<file path="src/hdl/dfc_pkg.sv">
// Shared types, constants and functions of the display frame builder.
`timescale 1ns / 1ps

package dfc_pkg;

    // Input and output field widths
    localparam int VALUE_W = 14;
    localparam int BYTE_W  = 8;
    localparam int LEAD_W  = 48;

    localparam logic [VALUE_W-1:0] VALUE_MAX = 14'd9999;

    // Frame layout
    localparam int FRAME_LEN  = 17;
    localparam int LEAD_LEN   = 6;
    localparam int CRC_SPAN   = 15;
    localparam int IDX_W      = $clog2(FRAME_LEN);
    localparam int FRAME_LAST = FRAME_LEN - 1;

    // CRC-16/XMODEM
    localparam logic [15:0] CRC_POLY = 16'h1021;

    // APB register map: 64-bit registers at 8-byte steps
    localparam int ADDR_W = 4;
    localparam int DATA_W = 64;
    localparam logic REG_LEAD  = 1'b0;
    localparam logic REG_TRAIL = 1'b1;

    typedef logic [IDX_W-1:0] t_idx;
    typedef logic [3:0]       t_digit;
    // element 3 is the thousands digit
    typedef t_digit [3:0]     t_bcd;

    typedef struct packed {
        t_bcd val_b;
        t_bcd val_a;
    } t_digit_set;

    typedef struct packed {
        logic [LEAD_W-1:0] lead_bytes;
        logic [BYTE_W-1:0] trail_byte;
    } t_cfg;

    // Saturate to 0..9999 and split into four decimal digits.
    function automatic t_bcd to_digits(input logic [VALUE_W-1:0] v);
        logic [VALUE_W-1:0] vc;
        logic [9:0]         r1;
        logic [6:0]         r2;
        logic [3:0]         r3;
        t_bcd               d;
        vc = (v > VALUE_MAX) ? VALUE_MAX : v;
        d  = '0;
        r1 = vc[9:0];
        for (int k = 1; k < 10; k++) begin
            if (vc >= 14'(k * 1000)) begin
                d[3] = 4'(k);
                r1   = 10'(vc - 14'(k * 1000));
            end
        end
        r2 = r1[6:0];
        for (int k = 1; k < 10; k++) begin
            if (r1 >= 10'(k * 100)) begin
                d[2] = 4'(k);
                r2   = 7'(r1 - 10'(k * 100));
            end
        end
        r3 = r2[3:0];
        for (int k = 1; k < 10; k++) begin
            if (r2 >= 7'(k * 10)) begin
                d[1] = 4'(k);
                r3   = 4'(r2 - 7'(k * 10));
            end
        end
        d[0] = r3;
        return d;
    endfunction

    // One byte of CRC-16/XMODEM, MSB first.
    function automatic logic [15:0] crc_byte(input logic [15:0] crc,
                                             input logic [BYTE_W-1:0] data);
        logic [15:0] c;
        c = crc ^ {data, 8'h00};
        for (int b = 0; b < 8; b++) begin
            c = c[15] ? ({c[14:0], 1'b0} ^ CRC_POLY) : {c[14:0], 1'b0};
        end
        return c;
    endfunction

endpackage

</file>
<file path="src/hdl/dfc_if.sv">
// Valid/ready channel interfaces for the input items and the frame bytes.
`timescale 1ns / 1ps

interface dfc_in_if import dfc_pkg::*; ();
    logic               valid;
    logic               ready;
    logic [VALUE_W-1:0] value_a;
    logic [VALUE_W-1:0] value_b;

    modport source (output valid, value_a, value_b, input ready);
    modport sink   (input valid, value_a, value_b, output ready);
endinterface

interface dfc_out_if import dfc_pkg::*; ();
    logic              valid;
    logic              ready;
    logic [BYTE_W-1:0] frame_byte;
    logic              last_byte;

    modport source (output valid, frame_byte, last_byte, input ready);
    modport sink   (input valid, frame_byte, last_byte, output ready);
endinterface

</file>
<file path="src/hdl/digit_frame_crc16_builder_core.sv">
// Top level of the display frame builder with CRC-16/XMODEM.
`timescale 1ns / 1ps

// Each input item carries two display values (value_a, value_b, 14 bits each,
// saturated to 9999) and yields one 17-byte frame on the output channel, one
// byte per transfer, byte 0 first: bytes 0-5 from lead_bytes (byte 0 in bits
// 47:40), bytes 6-9 the decimal digits of value_b and bytes 10-13 those of
// value_a (most significant first, plain 0..9), byte 14 trail_byte, bytes
// 15-16 the CRC-16/XMODEM of bytes 0-14, high byte first; last_byte marks
// byte 16. The single output register sends one byte a cycle while the sink
// keeps ready high. The input digit register takes the next item while a
// frame is still going out, so frames leave back to back; on an idle block
// the first byte of a frame passes the digit register and then the output
// register. Registers (APB, 64-bit data): lead_bytes at 0x0, trail_byte at
// 0x8; pready is tied high. Write them only while no frame is in flight.
module digit_frame_crc16_builder_core import dfc_pkg::*; (
    input  logic              i_clk,
    input  logic              i_rst_n,
    dfc_in_if.sink            i_in,
    dfc_out_if.source         o_out,
    input  logic              psel,
    input  logic              penable,
    input  logic              pwrite,
    input  logic [ADDR_W-1:0] paddr,
    input  logic [DATA_W-1:0] pwdata,
    output logic [DATA_W-1:0] prdata,
    output logic              pready
);

    t_cfg       cfg;
    logic       dig_valid;
    t_digit_set dig_set;
    logic       dig_take;

    // configuration registers
    dfc_cfg u_cfg (
        .i_clk   (i_clk),
        .i_rst_n (i_rst_n),
        .psel    (psel),
        .penable (penable),
        .pwrite  (pwrite),
        .paddr   (paddr),
        .pwdata  (pwdata),
        .prdata  (prdata),
        .pready  (pready),
        .o_cfg   (cfg)
    );

    // input register: saturate and split into digits
    dfc_digits u_digits (
        .i_clk    (i_clk),
        .i_rst_n  (i_rst_n),
        .i_in     (i_in),
        .i_take   (dig_take),
        .o_valid  (dig_valid),
        .o_digits (dig_set)
    );

    // byte serializer with running CRC
    dfc_serial u_serial (
        .i_clk       (i_clk),
        .i_rst_n     (i_rst_n),
        .i_cfg       (cfg),
        .i_up_valid  (dig_valid),
        .i_up_digits (dig_set),
        .o_up_ready  (dig_take),
        .o_out       (o_out)
    );

endmodule

</file>
<file path="src/hdl/dfc_cfg.sv">
// APB register block: lead bytes and trail byte.
`timescale 1ns / 1ps

module dfc_cfg import dfc_pkg::*; (
    input  logic              i_clk,
    input  logic              i_rst_n,
    input  logic              psel,
    input  logic              penable,
    input  logic              pwrite,
    input  logic [ADDR_W-1:0] paddr,
    input  logic [DATA_W-1:0] pwdata,
    output logic [DATA_W-1:0] prdata,
    output logic              pready,
    output t_cfg              o_cfg
);

    logic [LEAD_W-1:0] r_lead;
    logic [BYTE_W-1:0] r_trail;
    logic              wr_en;
    logic              reg_sel;

    // registers sit at 8-byte steps; the low address bits select nothing
    assign reg_sel = paddr[3];
    assign wr_en   = psel && penable && pwrite && pready;
    assign pready  = 1'b1;

    always_ff @(posedge i_clk) begin
        if (!i_rst_n) begin
            r_lead  <= '0;
            r_trail <= '0;
        end else if (wr_en) begin
            case (reg_sel)
                REG_LEAD:  r_lead  <= pwdata[LEAD_W-1:0];
                REG_TRAIL: r_trail <= pwdata[BYTE_W-1:0];
                default:   ;
            endcase
        end
    end

    always_comb begin
        case (reg_sel)
            REG_LEAD:  prdata = {{(DATA_W-LEAD_W){1'b0}}, r_lead};
            REG_TRAIL: prdata = {{(DATA_W-BYTE_W){1'b0}}, r_trail};
            default:   prdata = '0;
        endcase
    end

    assign o_cfg.lead_bytes = r_lead;
    assign o_cfg.trail_byte = r_trail;

endmodule

</file>
<file path="src/hdl/dfc_digits.sv">
// Input register stage: saturate both values and hold their decimal digits.
`timescale 1ns / 1ps

module dfc_digits import dfc_pkg::*; (
    input  logic       i_clk,
    input  logic       i_rst_n,
    dfc_in_if.sink     i_in,
    input  logic       i_take,
    output logic       o_valid,
    output t_digit_set o_digits
);

    logic       r_valid;
    t_digit_set r_digits;
    logic       accept;

    assign i_in.ready = !r_valid || i_take;
    assign accept     = i_in.valid && i_in.ready;

    always_ff @(posedge i_clk) begin
        if (!i_rst_n) begin
            r_valid <= 1'b0;
        end else if (accept) begin
            r_valid <= 1'b1;
        end else if (i_take) begin
            r_valid <= 1'b0;
        end
    end

    always_ff @(posedge i_clk) begin
        if (accept) begin
            r_digits.val_a <= to_digits(i_in.value_a);
            r_digits.val_b <= to_digits(i_in.value_b);
        end
    end

    assign o_valid  = r_valid;
    assign o_digits = r_digits;

    // a held item is not dropped while the serializer is busy
    a_hold: assert property (@(posedge i_clk) disable iff (!i_rst_n)
        (r_valid && !i_take) |=> r_valid)
        else $error("digit stage lost an item");

    // the thousands and units digits of both stored values are decimal
    a_decimal: assert property (@(posedge i_clk) disable iff (!i_rst_n)
        r_valid |-> (r_digits.val_a[3] <= 4'd9 && r_digits.val_a[0] <= 4'd9
                  && r_digits.val_b[3] <= 4'd9 && r_digits.val_b[0] <= 4'd9))
        else $error("digit out of range");

endmodule

</file>
<file path="src/hdl/dfc_serial.sv">
// Frame serializer: byte select, running CRC, output register.
`timescale 1ns / 1ps

module dfc_serial import dfc_pkg::*; (
    input  logic       i_clk,
    input  logic       i_rst_n,
    input  t_cfg       i_cfg,
    input  logic       i_up_valid,
    input  t_digit_set i_up_digits,
    output logic       o_up_ready,
    dfc_out_if.source  o_out
);

    logic              r_active;
    t_idx              r_idx;
    logic [15:0]       r_crc;
    t_digit_set        r_digits;
    logic              r_out_valid;
    logic [BYTE_W-1:0] r_out_byte;
    logic              r_out_last;

    logic              adv;
    logic              cur_active;
    t_idx              cur_idx;
    logic [15:0]       cur_crc;
    t_digit_set        cur_digits;
    logic [BYTE_W-1:0] n_byte;
    logic [15:0]       n_crc;

    assign adv        = !r_out_valid || o_out.ready;
    assign cur_active = r_active || i_up_valid;
    // an idle serializer starts straight on the waiting item
    assign cur_idx    = r_active ? r_idx : '0;
    assign cur_crc    = r_active ? r_crc : '0;
    assign cur_digits = r_active ? r_digits : i_up_digits;
    assign o_up_ready = adv && !r_active;

    always_comb begin
        case (cur_idx)
            5'd0:    n_byte = i_cfg.lead_bytes[47:40];
            5'd1:    n_byte = i_cfg.lead_bytes[39:32];
            5'd2:    n_byte = i_cfg.lead_bytes[31:24];
            5'd3:    n_byte = i_cfg.lead_bytes[23:16];
            5'd4:    n_byte = i_cfg.lead_bytes[15:8];
            5'd5:    n_byte = i_cfg.lead_bytes[7:0];
            5'd6:    n_byte = {4'h0, cur_digits.val_b[3]};
            5'd7:    n_byte = {4'h0, cur_digits.val_b[2]};
            5'd8:    n_byte = {4'h0, cur_digits.val_b[1]};
            5'd9:    n_byte = {4'h0, cur_digits.val_b[0]};
            5'd10:   n_byte = {4'h0, cur_digits.val_a[3]};
            5'd11:   n_byte = {4'h0, cur_digits.val_a[2]};
            5'd12:   n_byte = {4'h0, cur_digits.val_a[1]};
            5'd13:   n_byte = {4'h0, cur_digits.val_a[0]};
            5'd14:   n_byte = i_cfg.trail_byte;
            5'd15:   n_byte = cur_crc[15:8];
            default: n_byte = cur_crc[7:0];
        endcase
    end

    assign n_crc = (cur_idx < IDX_W'(CRC_SPAN)) ? crc_byte(cur_crc, n_byte) : cur_crc;

    always_ff @(posedge i_clk) begin
        if (!i_rst_n) begin
            r_active    <= 1'b0;
            r_idx       <= '0;
            r_out_valid <= 1'b0;
        end else if (adv) begin
            r_out_valid <= cur_active;
            if (cur_active) begin
                r_active <= (cur_idx != IDX_W'(FRAME_LAST));
                r_idx    <= cur_idx + 1'b1;
            end
        end
    end

    always_ff @(posedge i_clk) begin
        if (adv && cur_active) begin
            r_out_byte <= n_byte;
            r_out_last <= (cur_idx == IDX_W'(FRAME_LAST));
            r_crc      <= n_crc;
            r_digits   <= cur_digits;
        end
    end

    assign o_out.valid      = r_out_valid;
    assign o_out.frame_byte = r_out_byte;
    assign o_out.last_byte  = r_out_last;

    // a shown last byte means the frame is closed
    a_last_closes: assert property (@(posedge i_clk) disable iff (!i_rst_n)
        (o_out.valid && o_out.last_byte) |-> !r_active)
        else $error("frame still open after last byte");

    // mid-frame index never wraps to byte 0 or past the end
    a_idx_range: assert property (@(posedge i_clk) disable iff (!i_rst_n)
        r_active |-> (r_idx != '0 && r_idx <= IDX_W'(FRAME_LAST)))
        else $error("frame index out of range");

    // a new frame opens with lead byte 0
    a_frame_start: assert property (@(posedge i_clk) disable iff (!i_rst_n)
        (i_up_valid && o_up_ready) |=>
            (o_out.valid && !o_out.last_byte
             && o_out.frame_byte == $past(i_cfg.lead_bytes[47:40])))
        else $error("frame did not start with byte 0");

endmodule
</file>
<file path="src/flat_wrapper.sv">
// flat-port wrapper written by rule: the top's interface ports become plain ports
module digit_frame_crc16_builder_core_flat import dfc_pkg::*;
  (i_clk, i_rst_n, psel, penable, pwrite, paddr, pwdata, prdata, pready, i_in_valid, i_in_value_a, i_in_value_b, i_in_ready, o_out_valid, o_out_frame_byte, o_out_last_byte, o_out_ready);
  dfc_in_if i_in_i ();
  dfc_out_if o_out_i ();
  input  logic i_clk;
  input  logic i_rst_n;
  input  logic psel;
  input  logic penable;
  input  logic pwrite;
  input  logic [ADDR_W-1:0] paddr;
  input  logic [DATA_W-1:0] pwdata;
  output logic [DATA_W-1:0] prdata;
  output logic pready;
  input wire logic [$bits(i_in_i.valid)-1:0] i_in_valid;
  input wire logic [$bits(i_in_i.value_a)-1:0] i_in_value_a;
  input wire logic [$bits(i_in_i.value_b)-1:0] i_in_value_b;
  output wire logic [$bits(i_in_i.ready)-1:0] i_in_ready;
  output wire logic [$bits(o_out_i.valid)-1:0] o_out_valid;
  output wire logic [$bits(o_out_i.frame_byte)-1:0] o_out_frame_byte;
  output wire logic [$bits(o_out_i.last_byte)-1:0] o_out_last_byte;
  input wire logic [$bits(o_out_i.ready)-1:0] o_out_ready;
  assign i_in_i.valid = i_in_valid;
  assign i_in_i.value_a = i_in_value_a;
  assign i_in_i.value_b = i_in_value_b;
  assign i_in_ready = i_in_i.ready;
  assign o_out_valid = o_out_i.valid;
  assign o_out_frame_byte = o_out_i.frame_byte;
  assign o_out_last_byte = o_out_i.last_byte;
  assign o_out_i.ready = o_out_ready;
  digit_frame_crc16_builder_core u_core (.i_clk(i_clk), .i_rst_n(i_rst_n), .i_in(i_in_i), .o_out(o_out_i), .psel(psel), .penable(penable), .pwrite(pwrite), .paddr(paddr), .pwdata(pwdata), .prdata(prdata), .pready(pready));
endmodule
</file>
<file path="config.mk">
export PLATFORM = sky130hd
export DESIGN_NAME = digit_frame_crc16_builder_core_flat
export DESIGN_NICKNAME = d
export VERILOG_FILES = /design/src/hdl/dfc_pkg.sv /design/src/hdl/dfc_if.sv /design/src/hdl/digit_frame_crc16_builder_core.sv /design/src/hdl/dfc_cfg.sv /design/src/hdl/dfc_digits.sv /design/src/hdl/dfc_serial.sv /design/src/flat_wrapper.sv
export SDC_FILE = /design/constraint.sdc
export NUM_CORES = 1
export LEC_CHECK = 0
export ABC_CLOCK_PERIOD_IN_PS = 9400
export BUFFER_PORTS_ARGS = -buffer_cell sky130_fd_sc_hd__clkbuf_2
export CORE_MARGIN = 2
export CORE_UTILIZATION = 55
export CTS_CLUSTER_SIZE = 40
export DETAILED_ROUTE_END_ITERATION = 8
export PLACE_DENSITY = 0.73
export REMOVE_ABC_BUFFERS = 1
export SETUP_SLACK_MARGIN = 0.2
export SLEW_MARGIN = 20
export SYNTH_ARGS = -nofsm -noshare
export SYNTH_HDL_FRONTEND = slang
export SYNTH_HIERARCHICAL = 1
export SYNTH_SLANG_ARGS = --single-unit
export TNS_END_PERCENT = 1
</file>
<file path="constraint.sdc">
create_clock -name i_clk -period 9.4 [get_ports i_clk]
set_input_delay 0.94 -clock i_clk [delete_from_list [all_inputs] [get_ports i_clk]]
set_output_delay 0.94 -clock i_clk [all_outputs]
set_load 0.005 [all_outputs]
</file>
Word-level counts from Yosys, hierarchy flattened:

Index checks and enable logic that the tools add are counted.

* bitwise operators: 10
* eq/ne operators: 17
* $add $sub $neg: 55
* reduce and logical (&&, ||, !) cells: 22
* order comparisons: 57
* muxes and demuxes: 124

Operator list (count)
* 2-to-1 mux 4 bit: 54
* 2-to-1 mux 10 bit: 20
* subtractor 10 bit, second input constant: 18
* 2-to-1 mux 7 bit: 20
* one-hot mux 64 bit (2 select lines): 1
* one-hot mux 8 bit (16 select lines): 1
* >= comparator 14 x 13 -> 1 bit, second input constant: 8
* 2-to-1 mux 13 bit: 8
* >= comparator 10 bit, second input constant: 8
* >= comparator 10 x 9 -> 1 bit, second input constant: 6
* >= comparator 14 x 12 -> 1 bit, second input constant: 4
* subtractor 7 bit, second input constant: 8
* >= comparator 7 x 6 -> 1 bit, second input constant: 6
* >= comparator 7 bit, second input constant: 6
* subtractor 7 x 6 -> 7 bit, second input constant: 6
* == test 5 x 4 -> 1 bit, second input constant: 8
* subtractor 4 bit, second input constant: 10
* 2-to-1 mux 16 bit: 2
* 2-to-1 mux 32 bit: 1
* >= comparator 14 x 10 -> 1 bit, second input constant: 2
* >= comparator 14 x 11 -> 1 bit, second input constant: 2
* >= comparator 14 bit, second input constant: 2
* >= comparator 7 x 5 -> 1 bit, second input constant: 4
* greater-than comparator 14 bit, second input constant: 2
* other kinds (28): 78

* register bits after elaboration: 153
* input bits: 103

Depth between registers and ports, before layout:

* word-level depth: 34
* mapped depth: 34
* gate-level depth less buffers: 29

Modules after synthesis:

The synthesis kept the hierarchy.

Modules (own cells, without submodules)
* dfc_digits: instances 1, area each 8707.1 µm², sequential area each 980.9 µm², cells an instance 1165
* dfc_serial: instances 1, area each 4281.6 µm², sequential area each 1851.8 µm², cells an instance 405
* dfc_cfg: instances 1, area each 2686.3 µm², sequential area each 1121.1 µm², cells an instance 308

Least setup slack after synthesis:

OpenSTA, ideal clock, no wires.

* path type: input to register
* start point: input i_in_value_b[13]
* end point: register u_core.u_digits.r_digits (netlist bit u_core/u_digits/o_digits[17]) (data pin)
* data required time: 9134 ps
* stages on the path: 31
* slack: 1123 ps
* arrival time: 8011 ps
* cells stage by stage: buf_2 > o21ai_0 > clkbuf_1 > nand3_1 > inv_1 > ha_1 > inv_1 > o2111a_1 > a2111oi_2 > or2_2 > clkbuf_1 > o21ai_0 > o311ai_0 > nor2_1 > inv_1 > ha_1 > nor2b_1 > nand3_1 > mux2_1 > nor3b_2 > a311oi_4 > nor2_1 > a221o_1 > a211oi_2 > inv_1 > ha_1 > nand2_1 > or3b_1 > a311o_1 > a22o_2 > xnor2_2

* cells in the longest elaborated chain, start to end: 34
* elaborated cells between the ends (all ways): 85
* those cells by class: 27 x add/sub; 28 x order compare; 30 x mux

Ends and longest elaborated chain
* start: declaration: RTL line flat_wrapper.sv:17 `input wire logic [$bits(i_in_i.value_b)-1:0] i_in_value_b;`
* greater-than comparator 14 bit: RTL line dfc_pkg.sv:51 `vc = (v > VALUE_MAX) ? VALUE_MAX : v;`
* 2-to-1 mux 14 bit (*): RTL line dfc_pkg.sv:51
* >= comparator 14 x 10 -> 1 bit or subtractor 10 bit (tied branches): RTL line dfc_pkg.sv:55, dfc_pkg.sv:57
* 2-to-1 mux 10 bit (8 in series): RTL line dfc_pkg.sv:55 `if (vc >= 14'(k * 1000)) begin`
* 2-to-1 mux 10 bit (*): RTL line dfc_pkg.sv:55
* 2-to-1 mux 10 bit (*): RTL line dfc_digits.sv:31 `if (accept) begin`
* >= comparator 10 x 7 -> 1 bit or subtractor 7 bit (tied branches): RTL line dfc_pkg.sv:62, dfc_pkg.sv:64
* 2-to-1 mux 7 bit (8 in series): RTL line dfc_pkg.sv:62 `if (r1 >= 10'(k * 100)) begin`
* 2-to-1 mux 7 bit (*): RTL line dfc_pkg.sv:62
* 2-to-1 mux 7 bit (*): RTL line dfc_digits.sv:31
* >= comparator 7 x 4 -> 1 bit or subtractor 4 bit (tied branches): RTL line dfc_pkg.sv:69, dfc_pkg.sv:71
* 2-to-1 mux 4 bit (8 in series): RTL line dfc_pkg.sv:69 `if (r2 >= 7'(k * 10)) begin`
* 2-to-1 mux 4 bit (*): RTL line dfc_pkg.sv:69
* end: declaration: RTL line dfc_digits.sv:14 `t_digit_set r_digits;`

Mark *: on every way between the ends. The rest lies on a longest branch, timed or not. The select of a mux whose other input is x is not followed.
A chain may end at the register's enable or synchronous reset.

Final worst setup path:

* start point: input i_in_value_a[11]
* end point: register u_core.u_digits.r_digits (netlist bit u_core/u_digits/o_digits[3]) (data pin)

* cells in the longest elaborated chain, start to end: 34
* elaborated cells between the ends (all ways): 85
* those cells by class: 27 x add/sub; 28 x order compare; 30 x mux

Ends and longest elaborated chain
* start: declaration: RTL line flat_wrapper.sv:16 `input wire logic [$bits(i_in_i.value_a)-1:0] i_in_value_a;`
* greater-than comparator 14 bit: RTL line dfc_pkg.sv:51
* 2-to-1 mux 14 bit (*): RTL line dfc_pkg.sv:51
* >= comparator 14 x 10 -> 1 bit or subtractor 10 bit (tied branches): RTL line dfc_pkg.sv:55, dfc_pkg.sv:57
* 2-to-1 mux 10 bit (8 in series): RTL line dfc_pkg.sv:55
* 2-to-1 mux 10 bit (*): RTL line dfc_pkg.sv:55
* 2-to-1 mux 10 bit (*): RTL line dfc_digits.sv:31
* >= comparator 10 x 7 -> 1 bit or subtractor 7 bit (tied branches): RTL line dfc_pkg.sv:62, dfc_pkg.sv:64
* 2-to-1 mux 7 bit (8 in series): RTL line dfc_pkg.sv:62
* 2-to-1 mux 7 bit (*): RTL line dfc_pkg.sv:62
* 2-to-1 mux 7 bit (*): RTL line dfc_digits.sv:31
* >= comparator 7 x 4 -> 1 bit or subtractor 4 bit (tied branches): RTL line dfc_pkg.sv:69, dfc_pkg.sv:71
* 2-to-1 mux 4 bit (8 in series): RTL line dfc_pkg.sv:69
* 2-to-1 mux 4 bit (*): RTL line dfc_pkg.sv:69

Marks and branches as above.

==> results.py <==
metrics = {
    "worst_setup_path": {
        "crit-reg2reg-capture": "u_core/u_serial/r_crc[12]",
        "worst-r2r-setup-slack_ns": 4.88,
        "worstRegToRegCells": 11,
        "critPathKind": "primary input to flop",
        "worstPathRequired_ns": 9.53,
        "startpoint_type": "primary input",
        "critPathArrivalTime_ns": 8.51,
        "r2r_start": "u_core/u_serial/r_active",
        "path_max_fanout": 17,
        "cp-end-kind": "flop",
    },
    "yosys": {
        "synthCells": 1878,
        "syn-cell-area_sq_um": 15700,
        "synth_top_family_by_area": "compound AO/OA/AOI/OAI gates",
        "synthAdderAreaFrac_pct": 6.31,
        "ys_types": 140,
        "synth-main-ff-cell": "edfxtp_1",
        "synth_compound_area_share_pct": 26.5,
        "yosys_warnings": 6,
        "synth_edf_count": 89,
        "synth_async_sr_flop_share_pct": 0,
        "synthMuxAreaShare_pct": 9.23,
        "synthSimpleGateAreaFrac_pct": 24.1,
        "yosysSeqAreaShare_pct": 25.2,
        "ys_ff_latch": 153,
        "synth_xor_area_share_pct": 2.51,
        "syn_avg_cell_area_sq_um": 8.35,
    },
    "floorplanning": {
        "die_area_sq_um": 29900,
        "pin_count": 179,
        "start_util_pct": 56.1,
        "rows": 61,
        "fp.coreArea_sq_um": 27900,
        "die_y_microns": 173,
        "die_x_microns": 173,
    },
    "layout": {
        "final_common_cell": "nand2_1",
        "final_cell_mix": "246 x nand2_1, 141 x clkbuf_2, 125 x nor2_1",
        "drive_gt1_share_pct": 18.9,
        "area_growth_pct": 9.70,
        "fin_nets": 2154,
    },
    "sta": {
        "min_period_ns": 8.38,
        "period_share_pct": 89.2,
        "setup_viol": 0,
        "slew_headroom_pct": 27.1,
        "rsz0062_at_grt": "false",
        "hold_viol_final": 0,
        "fin_skew_ns": 0.00991,
        "slew_violations": 0,
        "holdWs_ns": 0.469,
        "finalSetupTns_ns": 0,
        "fmax_mhz": 119,
        "worst_pin_slew_ns": 1.09,
    },
    "global_routing": {
        "grt_pass1_wl_mm": 80.7,
        "grt_max_degree": 97,
        "grt_overflow": 0,
        "grt_usage_pct": 32.8,
        "antenna_found_initial": 1,
        "grt_pass1_vias": 14720,
    },
    "cts": {
        "clkSlewWorstSetupHoldPaths_ns": 0.06,
        "root_buffer": "clkbuf_16",
        "post_cts_buffers": 0,
        "cts_resized": 0,
        "ctsHoldBuffers": 0,
        "htreeDepth": 4,
        "tritoncts": "done",
        "cts_buffers": 17,
        "cts_buffer_depth": 2,
        "clock_latency_ns": 0.43,
        "cts.sinks": 153,
    },
    "detailed_routing": {
        "drc": 0,
        "wirelength_mm": 50.4,
        "dr.pass1.iters": 6,
        "viasPerCell": 6.64,
        "wl_per_cell_microns": 21.3,
        "drtIter0Drc": 1870,
        "vias": 15705,
        "postRouteAntennaNets": 0,
    },
    "pwr": {
        "p_leak_nw": 6.58,
        "ir_drop_mv": 0.130,
        "pwr_density_cell_nw_per_um2": 174,
    },
    "min_path": {
        "holdPathEnd": "u_core/u_cfg/r_lead[35]",
        "hold_path.class": "flop to flop",
        "holdPathStages": 2,
        "worstHoldStart": "u_core/u_cfg/r_lead[35]",
    },
    "status": {
        "status": "finished, final reports clean",
    },
    "placement": {
        "port_buffers": 142,
        "gp_congestion": 0.993,
        "hpwl_mm": 37.3,
    },
    "flow_run": {
        "cap_violations": 0,
    },
}
[layout make-up]
cell class              instances  area [sq um]
multi-input cells            1547         10800
fillers                      2492         10700
flip-flops and latches        153          3960
repair buffers                190          1070
well taps                     378           473
clock buffers                  20           468
inverters                      63           244
clock inverters                12           138
diodes                          1          2.50
[cells by family after synthesis]
group / Yosys count
mux: 136
flops: 153
other cells: 2
fa+ha+maj: 79
compound gates: 544
xor+xnor: 39
buf+inv: 193
simple gates: 732
[state kept, by name, indices dropped and copies added (netlist names)]
| signal | count |
|---|---|
| u_core/u_digits/o_valid | 1 |
| u_core/u_serial/r_crc | 16 |
| u_core/u_serial/o_out.frame_byte | 8 |
| u_core/u_cfg/r_trail | 8 |
| u_core/u_serial/r_digits | 32 |
| u_core/u_serial/o_out.valid | 1 |
| u_core/u_cfg/r_lead | 48 |
| u_core/u_serial/o_out.last_byte | 1 |
| u_core/u_serial/r_active | 1 |
| u_core/u_digits/o_digits | 32 |
| u_core/u_serial/r_idx | 5 |
[layer usage]
metal | track usage, % | wire length, microns | vias to the layer above
met4 | 13.6 | 2080 | 0
met2 | 51.6 | 22500 | 912
met5 | 0 | 0 | -
met3 | 4.16 | 4090 | 144
met1 | 45.7 | 21700 | 7383
li1 | - | - | 7266
[synth_stat cells, types with 15 or more instances]
| library cell | count | share of area (%) |
|---|---|---|
| nand2_1 | 246 | 5.9 |
| nor2_1 | 125 | 3.0 |
| a21oi_1 | 95 | 3.0 |
| edfxtp_1 | 89 | 17 |
| o21ai_0 | 81 | 2.6 |
| mux2i_1 | 80 | 5.1 |
| ha_1 | 79 | 6.3 |
| dfxtp_1 | 64 | 8.2 |
| inv_1 | 54 | 1.3 |
| nand3_1 | 53 | 1.7 |
| nor2b_1 | 52 | 2.1 |
| mux2_2 | 50 | 3.6 |
| clkbuf_1 | 48 | 1.1 |
| buf_2 | 45 | 1.4 |
| nor3_1 | 43 | 1.4 |
| and3_1 | 26 | 1.0 |
| nand4_1 | 25 | 1.0 |
| o211ai_1 | 25 | 1.2 |
| buf_4 | 23 | 1.1 |
| xnor2_1 | 22 | 1.2 |
| a211oi_1 | 21 | 1.0 |
| a31oi_1 | 21 | 0.84 |
| and2_1 | 20 | 0.80 |
| nor4_1 | 18 | 0.72 |
| a22oi_1 | 17 | 0.81 |
| nand2b_1 | 17 | 0.68 |
| a21o_1 | 16 | 0.77 |
| o21a_1 | 15 | 0.72 |
[worst max-delay path by stage]
stage | from | to | slack (ns)
final | i_in_value_a[11] | u_core/u_digits/o_digits[3] | 1.02
after global routing | i_in_value_a[11] | u_core/u_digits/o_digits[3] | 0.44
after CTS | i_in_value_b[13] | u_core/u_digits/o_digits[18] | 1.24
after detailed placement | i_in_value_b[13] | u_core/u_digits/o_digits[17] | 0.79
after global placement | i_in_value_a[11] | u_core/u_digits/o_digits[3] | 0.84
after floorplan | i_in_value_b[12] | u_core/u_digits/o_digits[17] | 0.98
[stage by stage]
stage,setup WS [ns],util (%),total power (W),cells,cell area [sq um]
3_3_place_gp,0.844,59.4,0.00225,2331,16600
2_1_floorplan,0.978,-,0.00186,1763,15000
6_report,1.02,61.6,0.00299,2364,17200
3_5_place_dp,0.789,59.4,0.00227,2331,16600
5_1_grt,0.445,61.5,0.00317,2363,17200
4_1_cts,1.24,61.5,0.00297,2363,17200
[worst max-delay path, cell delays in order]
cell and delay, ns:
clkbuf_2 0.22, o21ai_1 0.50, nand3_1 0.14, buf_4 0.20
inv_1 0.25, ha_1 0.54, nor4_1 0.07, o21ai_0 0.24
o2111ai_1 0.31, a221oi_1 0.98, o31a_1 0.27, nor3_4 0.06
inv_1 0.24, ha_1 0.38, a21oi_1 0.18, a31oi_1 0.53
a21oi_1 0.19, a211oi_2 0.41, xnor2_2 0.29, inv_1 0.25
ha_1 0.25, nand2_1 0.15, a21oi_1 0.09, o21ai_0 0.20
a21oi_1 0.08, o311ai_0 0.32, o221ai_1 0.24
[report_power, final]
group | switching [W] | total [W] | leakage (nW) | internal (W)
registers | 0.0000492 | 0.000890 | 1.39 | 0.000841
clock network | 0.000280 | 0.000697 | 0.300 | 0.000417
logic | 0.000864 | 0.00140 | 4.90 | 0.000537
Note: power is estimated with default switching activity, not from simulation.
